<file path="src/spq_pkg.sv">
`timescale 1ns / 1ps
// ----------------------------------------------------------------------------
// spq_pkg: shared types and codes of the sorted priority queue
// request payloads, stored entry type, cell control and status codes
// ----------------------------------------------------------------------------
package spq_pkg;

  // operation codes
  localparam logic OP_INSERT = 1'b0;
  localparam logic OP_DUMP   = 1'b1;

  // result status codes
  localparam logic [1:0] ST_EMIT   = 2'd0;
  localparam logic [1:0] ST_ACCEPT = 2'd1;
  localparam logic [1:0] ST_FULL   = 2'd2;
  localparam logic [1:0] ST_EMPTY  = 2'd3;

  typedef struct packed {
    logic       operation;
    logic [7:0] age;
    logic [3:0] priority_req;
  } spq_in_t;

  typedef struct packed {
    logic [7:0] out_age;
    logic [3:0] out_priority;
    logic [3:0] position;
    logic [1:0] status;
    logic       last;
  } spq_out_t;

  typedef struct packed {
    logic [7:0] age;
    logic [3:0] prio;
  } spq_entry_t;

  // broadcast control to every cell of the chain
  typedef struct packed {
    logic       insert;
    logic       rotate;
    spq_entry_t new_entry;
  } spq_ctl_t;

  typedef enum logic {
    SPQ_IDLE,
    SPQ_DUMP
  } spq_state_t;

endpackage

</file>
<file path="src/spq_cell.sv">
`timescale 1ns / 1ps
// ----------------------------------------------------------------------------
// spq_cell: one slot of the sorted chain
// holds one entry, shifts it to the right on insert, left on dump rotation
// ----------------------------------------------------------------------------
module spq_cell
  import spq_pkg::*;
#(
  parameter int IDX = 0,
  parameter int CW  = 5
) (
  input  logic            clk,
  input  spq_ctl_t        ctl,
  input  logic [CW-1:0]   count,
  input  logic            left_lt,
  input  spq_entry_t      left_entry,
  input  spq_entry_t      right_entry,
  input  spq_entry_t      head_entry,
  output logic            lt,
  output logic            ins_here,
  output spq_entry_t      entry
);

  spq_entry_t entry_r;
  spq_entry_t entry_nxt;
  logic       occ;
  logic       at_end;
  logic       at_tail;

  assign occ     = CW'(IDX) < count;
  assign at_end  = CW'(IDX) == count;
  assign at_tail = CW'(IDX + 1) == count;
  // stored priority strictly below the new one
  assign lt       = occ && (entry_r.prio < ctl.new_entry.prio);
  assign ins_here = !left_lt && (lt || at_end);
  assign entry    = entry_r;

  always_comb begin
    entry_nxt = entry_r;
    if (ctl.insert) begin
      if (left_lt) begin
        entry_nxt = left_entry;
      end else if (lt || at_end) begin
        entry_nxt = ctl.new_entry;
      end
    end else if (ctl.rotate) begin
      // head wraps round to the last occupied slot
      if (at_tail) begin
        entry_nxt = head_entry;
      end else begin
        entry_nxt = right_entry;
      end
    end
  end

  always_ff @(posedge clk) begin
    entry_r <= entry_nxt;
  end

endmodule

</file>
<file path="src/sorted_priority_queue.sv">
`timescale 1ns / 1ps
// ----------------------------------------------------------------------------
// sorted_priority_queue: bounded priority queue kept in descending order
// chain of cells, insert shifts in place, dump rotates entries past the head
// ----------------------------------------------------------------------------
//  port group  dir  handshake              payload
//  in_*        in   in_valid / in_ready    spq_in_t  (operation, age, priority_req)
//  out_*       out  out_valid / out_ready  spq_out_t (age, priority, position,
//                                                     status, last)
//
//  insert: all cells compare and shift together, one result
//  dump: accept, then one entry per cycle from the head cell while the output
//    takes them, count entries in all; an empty dump gives one EMPTY result
//  a single output register separates the result side; a result waiting
//    there with out_ready low holds the chain and blocks new requests
//  rst_n is synchronous; it clears the count, the dump index, the state and
//    out_valid only, the slot contents stay as they are until written
// ----------------------------------------------------------------------------
module sorted_priority_queue
  import spq_pkg::*;
#(
  parameter int QUEUE_DEPTH = 16
) (
  input  logic     clk,
  input  logic     rst_n,
  input  logic     in_valid,
  output logic     in_ready,
  input  spq_in_t  in_data,
  output logic     out_valid,
  input  logic     out_ready,
  output spq_out_t out_data
);

  localparam int CW = $clog2(QUEUE_DEPTH + 1);
  localparam int IW = $clog2(QUEUE_DEPTH);
  localparam int PW = (IW > 4) ? IW : 4;

  // control state
  spq_state_t    state_r;
  spq_state_t    state_nxt;
  logic [CW-1:0] count_r;
  logic [CW-1:0] count_nxt;
  logic [IW-1:0] idx_r;
  logic [IW-1:0] idx_nxt;
  logic          out_valid_r;
  logic          out_valid_nxt;
  spq_out_t      out_data_r;
  spq_out_t      out_data_nxt;

  // chain wiring
  spq_ctl_t   ctl;
  spq_entry_t cell_entry [QUEUE_DEPTH];
  logic       cell_lt    [QUEUE_DEPTH];
  logic       ins_here   [QUEUE_DEPTH];
  logic [IW-1:0] ins_pos;
  logic [PW-1:0] ins_pos_w;
  logic [PW-1:0] idx_w;

  logic load_out;
  logic in_fire;
  logic is_insert;
  logic is_full;
  logic dump_start;
  logic emit;
  logic dump_last;

  assign load_out   = !out_valid_r || out_ready;
  assign in_fire    = in_valid && in_ready;
  assign is_full    = count_r == CW'(QUEUE_DEPTH);
  assign is_insert  = in_fire && (in_data.operation == OP_INSERT);
  assign dump_start = in_fire && (in_data.operation == OP_DUMP) && (count_r != '0);
  assign emit       = (state_r == SPQ_DUMP) && load_out;
  assign dump_last  = emit && (CW'(idx_r) + CW'(1) == count_r);

  assign ctl.insert        = is_insert && !is_full;
  assign ctl.rotate        = emit;
  assign ctl.new_entry.age  = in_data.age;
  assign ctl.new_entry.prio = in_data.priority_req;

  // the row of cells, slot 0 is the head of the queue
  for (genvar g = 0; g < QUEUE_DEPTH; g++) begin : g_cell
    spq_cell #(
      .IDX (g),
      .CW  (CW)
    ) u_cell (
      .clk         (clk),
      .ctl         (ctl),
      .count       (count_r),
      .left_lt     ((g == 0) ? 1'b0 : cell_lt[(g == 0) ? 0 : g - 1]),
      .left_entry  (cell_entry[(g == 0) ? 0 : g - 1]),
      .right_entry (cell_entry[(g == QUEUE_DEPTH - 1) ? 0 : g + 1]),
      .head_entry  (cell_entry[0]),
      .lt          (cell_lt[g]),
      .ins_here    (ins_here[g]),
      .entry       (cell_entry[g])
    );
  end

  // exactly one cell flags the insert point when the queue is not full
  always_comb begin
    ins_pos = '0;
    for (int i = 0; i < QUEUE_DEPTH; i++) begin
      if (ins_here[i]) begin
        ins_pos = ins_pos | IW'(i);
      end
    end
  end

  assign ins_pos_w = PW'(ins_pos);
  assign idx_w     = PW'(idx_r);

  // next state
  always_comb begin
    state_nxt = state_r;
    unique case (state_r)
      SPQ_IDLE: begin
        if (dump_start) begin
          state_nxt = SPQ_DUMP;
        end
      end
      SPQ_DUMP: begin
        if (dump_last) begin
          state_nxt = SPQ_IDLE;
        end
      end
      default: state_nxt = SPQ_IDLE;
    endcase
  end

  // outputs and datapath registers
  always_comb begin
    in_ready      = (state_r == SPQ_IDLE) && load_out;
    count_nxt     = count_r;
    idx_nxt       = idx_r;
    out_valid_nxt = out_valid_r;
    out_data_nxt  = out_data_r;

    if (out_ready) begin
      out_valid_nxt = 1'b0;
    end

    if (ctl.insert) begin
      count_nxt = count_r + CW'(1);
    end

    if (dump_start) begin
      idx_nxt = '0;
    end else if (emit) begin
      idx_nxt = idx_r + IW'(1);
    end

    priority if (in_fire && is_insert) begin
      out_valid_nxt             = 1'b1;
      out_data_nxt.out_age      = '0;
      out_data_nxt.out_priority = '0;
      out_data_nxt.last         = 1'b1;
      if (is_full) begin
        out_data_nxt.position = '0;
        out_data_nxt.status   = ST_FULL;
      end else begin
        out_data_nxt.position = ins_pos_w[3:0];
        out_data_nxt.status   = ST_ACCEPT;
      end
    end else if (in_fire && !dump_start) begin
      // dump on an empty queue
      out_valid_nxt             = 1'b1;
      out_data_nxt.out_age      = '0;
      out_data_nxt.out_priority = '0;
      out_data_nxt.position     = '0;
      out_data_nxt.status       = ST_EMPTY;
      out_data_nxt.last         = 1'b1;
    end else if (emit) begin
      out_valid_nxt             = 1'b1;
      out_data_nxt.out_age      = cell_entry[0].age;
      out_data_nxt.out_priority = cell_entry[0].prio;
      out_data_nxt.position     = idx_w[3:0];
      out_data_nxt.status       = ST_EMIT;
      out_data_nxt.last         = dump_last;
    end
  end

  always_ff @(posedge clk) begin
    if (!rst_n) begin
      state_r     <= SPQ_IDLE;
      count_r     <= '0;
      idx_r       <= '0;
      out_valid_r <= 1'b0;
    end else begin
      state_r     <= state_nxt;
      count_r     <= count_nxt;
      idx_r       <= idx_nxt;
      out_valid_r <= out_valid_nxt;
    end
  end

  // result payload, no reset needed
  always_ff @(posedge clk) begin
    out_data_r <= out_data_nxt;
  end

  assign out_valid = out_valid_r;
  assign out_data  = out_data_r;

endmodule
</file>
<file path="config.mk">
export PLATFORM = sky130hd
export DESIGN_NAME = sorted_priority_queue
export DESIGN_NICKNAME = d
export VERILOG_FILES = /design/src/spq_pkg.sv /design/src/spq_cell.sv /design/src/sorted_priority_queue.sv
export SDC_FILE = /design/constraint.sdc
export NUM_CORES = 1
export LEC_CHECK = 0
export BUFFER_PORTS_ARGS = -buffer_cell sky130_fd_sc_hd__buf_4
export CAP_MARGIN = 20
export CORE_ASPECT_RATIO = 0.7
export CORE_UTILIZATION = 25
export DETAILED_ROUTE_END_ITERATION = 12
export PLACE_DENSITY = 0.37
export SYNTH_ARGS = -nofsm -noshare
export SYNTH_HDL_FRONTEND = slang
export SYNTH_SLANG_ARGS = --single-unit
</file>
<file path="constraint.sdc">
create_clock -name clk -period 5.2 [get_ports clk]
set_input_delay 0.26 -clock clk [delete_from_list [all_inputs] [get_ports clk]]
set_output_delay 0.26 -clock clk [all_outputs]
set_load 0.005 [all_outputs]
</file>
==> metrics.md <==
| Metric | Value |
|---|---|
| Initial antenna violation count | 0 |
| Peak VDD IR | 258 µV |
| Sequential area share after synthesis | 43.8% |
| Vias | 11400 |
| # placed instances | 2164 |
| Final setup viols | 0 |
| Drt pass-1 iters | 6 |
| N_diodes | 0 |
| Clock transition at path regs | 0.06 ns |
| Root buf cell | clkbuf_16 |
| Tcrit/Tclk final | 72.1% |
| Largest net degree at the start of global routing | 117 |
| Post-synth EDFFs | 198 |
| First-pass GRT wire length | 77700 µm |
| Drt wl/cell | 23.5 µm |
| Die Ht | 205 µm |
| DP HPWL | 36200 µm |
| Die area | 0.0597 mm² |
| Area growth from synthesis to layout | 13.2% |
| Post-Syn Instances | 1449 |
| Critical path's slowest cell | dfxtp_1 |
| Row cnt | 73 |
| Least-Margin Pin Slew | 1.08 ns |
| RSZ-0062 raised after global routing | false |
| Vias in the first global route | 11300 |
| GRT overflow | 0 |
| Top delay family on crit path | buffers and inverters |
| Fin. Hold Viols | 0 |
| Post-CTS sizing | 0 |
| Mapped Nets | 1518 |
| Filler instances | 6059 |
| Lkg Pwr | 0.00631 µW |
| Slack of the critical path | 1.45 ns |
| Yosys reg bits | 222 |
| Nets | 1515 |
| Maximum net fanout on the critical path | 19 |
| Mapped Area | 0.0147 mm² |
| WP buf/inv | 3 |
| Placed instance area | 0.0157 mm² |
| Yosys cell types | 68 |
| Routed Antenna Nets | 0 |
| CTS tree | built |
| Syn Area/Cell | 10.1 µm² |
| Worst Clk Skew | 0.0139 ns |
| CP startpoint kind | register |
| Final std cells w/o fill | 2217 |
| Initial Util | 25.6% |
| Boundary Pins | 38 |
| Max-cap violations | 0 |
| Final wirelength | 52000 µm |
| Die Wd | 291 µm |
| WS Path Type | register to register |
| Drt drc | 0 |
| Pins Over Slew Limit | 0 |
| Worst EP arrival | 4.02 ns |
| Final instance area | 0.0166 mm² |
| DRT iter0 DRCs | 1008 |
| Core Footprint | 0.0574 mm² |
| Dpl ws | 1.46 ns |
| Setup TNS | 0 ns |
| Synth Flop Type | edfxtp_1 |
| Critical-path cell list | inv_1 -> a31oi_1 -> o21ai_2 -> buf_4 -> and2_1 -> a31oi_1 -> buf_4 |
| Max incr delay on CP | 0.97 ns |
| Critical Path RT | 5.47 ns |
| Power per cell area | 294 mW/mm² |
| Slew HR | 28.1% |
| Worst-skew pair later-pin latency | 0.58 ns |
| Min-Delay Path Class | primary input to register |
| Final Critical Period | 3.75 ns |
| H-tree level count | 1 |
| Fraction of layout cells with a size suffix above 1 | 16.5% |
| CTS sink cnt | 222 |
| Status | completed |
| Post-synth ARST share | 0% |
| Drt via density | 5.14 |
| Flop2flop setup slack | 1.45 ns |
| FMAX | 267 MHz |
| Num CTS Buffers | 27 |
| CP Capture Type | register |
| # port buffers | 37 |
| Total track usage | 17.3% |
| Yosys Warn Count | 0 |
| Clock buffer depth | 3 |
| Placer congestion estimate | 0.805 |
-- cells in the mapped netlist (2+ instances only) --
| cell type | n | share of area [%] |
|---|---|---|
| nand3_1 | 19 | 0.65 |
| buf_4 | 23 | 1.2 |
| a221oi_1 | 3 | 0.18 |
| xnor2_1 | 9 | 0.54 |
| buf_1 | 6 | 0.15 |
| nand2b_1 | 15 | 0.64 |
| or3_1 | 2 | 0.085 |
| ha_1 | 52 | 4.4 |
| nor3_1 | 6 | 0.20 |
| o21bai_1 | 3 | 0.15 |
| clkinv_1 | 3 | 0.077 |
| mux2_2 | 83 | 6.4 |
| inv_1 | 8 | 0.20 |
| nor3b_2 | 2 | 0.17 |
| nand4_1 | 4 | 0.17 |
| o21ai_1 | 12 | 0.41 |
| nand2_1 | 177 | 4.5 |
| nor2b_1 | 77 | 3.3 |
| nor2_1 | 70 | 1.8 |
| buf_6 | 5 | 0.38 |
| a211oi_1 | 78 | 4.0 |
| a41oi_1 | 2 | 0.12 |
| a21boi_0 | 9 | 0.46 |
| buf_2 | 51 | 1.7 |
| a31oi_1 | 12 | 0.51 |
| o22ai_1 | 15 | 0.64 |
| and2_1 | 5 | 0.21 |
| clkbuf_1 | 43 | 1.1 |
| a211o_1 | 3 | 0.18 |
| edfxtp_1 | 198 | 41 |
| and3_1 | 2 | 0.085 |
| xor2_1 | 5 | 0.30 |
| o21ai_0 | 106 | 3.6 |
| nand3b_1 | 2 | 0.10 |
| and2_0 | 2 | 0.085 |
| dfxtp_1 | 24 | 3.3 |
| o21a_1 | 6 | 0.31 |
| a32oi_1 | 2 | 0.12 |
| o21ba_2 | 2 | 0.14 |
| o21ai_2 | 2 | 0.12 |
| mux2i_1 | 156 | 11 |
| a21oi_1 | 113 | 3.9 |
| o41ai_1 | 2 | 0.12 |
| o211ai_1 | 5 | 0.26 |
| o211a_1 | 2 | 0.14 |
-- registers in the layout (all words and copies together), names as in the netlist --
signal	flops
count_r	5
idx_r	4
g_cell.u_cell.entry	192
out_valid	1
out_data	19
state_r	1
-- layout by cell type (no fill, tap or decap), types with 5 or more instances in the layout --
cell	instances
a211oi_1	78
a21boi_0	8
a21oi_1	113
a31oi_1	11
and2_1	5
buf_4	93
clkbuf_1	6
clkbuf_16	28
clkinv_1	7
clkinv_2	7
dfxtp_1	24
edfxtp_1	198
ha_1	52
inv_1	8
mux2_2	83
mux2i_1	156
nand2_1	177
nand2b_1	15
nand3_1	19
nor2_1	68
nor2b_1	77
nor3_1	6
o211ai_1	5
o21a_1	6
o21ai_0	106
o21ai_1	11
o22ai_1	15
xnor2_1	9
xor2_1	5
-- worst register-to-register path, cell delays in order, from the launching register on --
cell,delay (ns)
dfxtp_1,0.97
inv_1,0.59
a31oi_1,0.36
o21ai_2,0.08
buf_4,0.24
and2_1,0.21
a31oi_1,0.66
buf_4,0.34
-- through the flow --
stage          util, %  power (µW)  hold slack, ns
2_1_floorplan        -        2710           0.382
3_3_place_gp      27.4        3040           0.442
3_5_place_dp      27.4        3040           0.449
4_1_cts           28.9        4930          0.0937
5_1_grt           29.0        5090           0.138
6_report          29.0        4880           0.130
-- final timing paths --
kind / from / to / cells after the start
setup reg to reg: count_r[4]$_SDFFE_PN0P_ / g_cell[2].u_cell.entry[8]$_DFFE_PP_ / 7
setup / recovery: count_r[4]$_SDFFE_PN0P_ / g_cell[2].u_cell.entry[8]$_DFFE_PP_ / 7
hold reg to reg: out_data[13]$_SDFFE_PP0P_ / out_data[13]$_SDFFE_PP0P_ / 2
hold / removal: in_data[5] / g_cell[0].u_cell.entry[5]$_DFFE_PP_ / 3
-- cell families (layout without fill, tap and decap cells) --
group | after synthesis | count (layout) | synth area share [%]
buf+inv | 141 | 159 | 4.97
fa+ha+maj | 52 | 52 | 4.44
simple gates | 392 | 392 | 12.7
xor+xnor | 14 | 14 | 0.836
compound gates | 389 | 389 | 16.3
flops | 222 | 222 | 43.8
mux | 239 | 239 | 17.0
-- layout make-up --
class	instances	area (µm²)	share of cell area, %
inverters	11	41.3	0.249
clock inverters	15	116	0.701
repair buffers	98	788	4.75
multi-input cells	1086	7570	45.6
clock buffers	35	726	4.37
well taps	750	938	5.65
flip-flops and latches	222	6430	38.7
-- report_power, final --
group	switching [µW]	internal [µW]
sequential	120	2140
combinational	474	268
clock	836	1040
-- repair_timing --
item	4_1_cts	5_1_grt
buffers inserted	0	0
hold buffers	1	0
endpoints found under the hold margin	7	0
-- metal layers --
metal  vias to the layer above  GRT usage, %  part of all wire [%]
met1                      5712          28.8                    57
met3                        45          2.89                   5.0
met2                       270          22.4                    37
li1                       5365             -                     -
met4                         0          3.12                   1.6
met5                         -             0                     0
No activity file was read; power rests on OpenSTA's default activity.
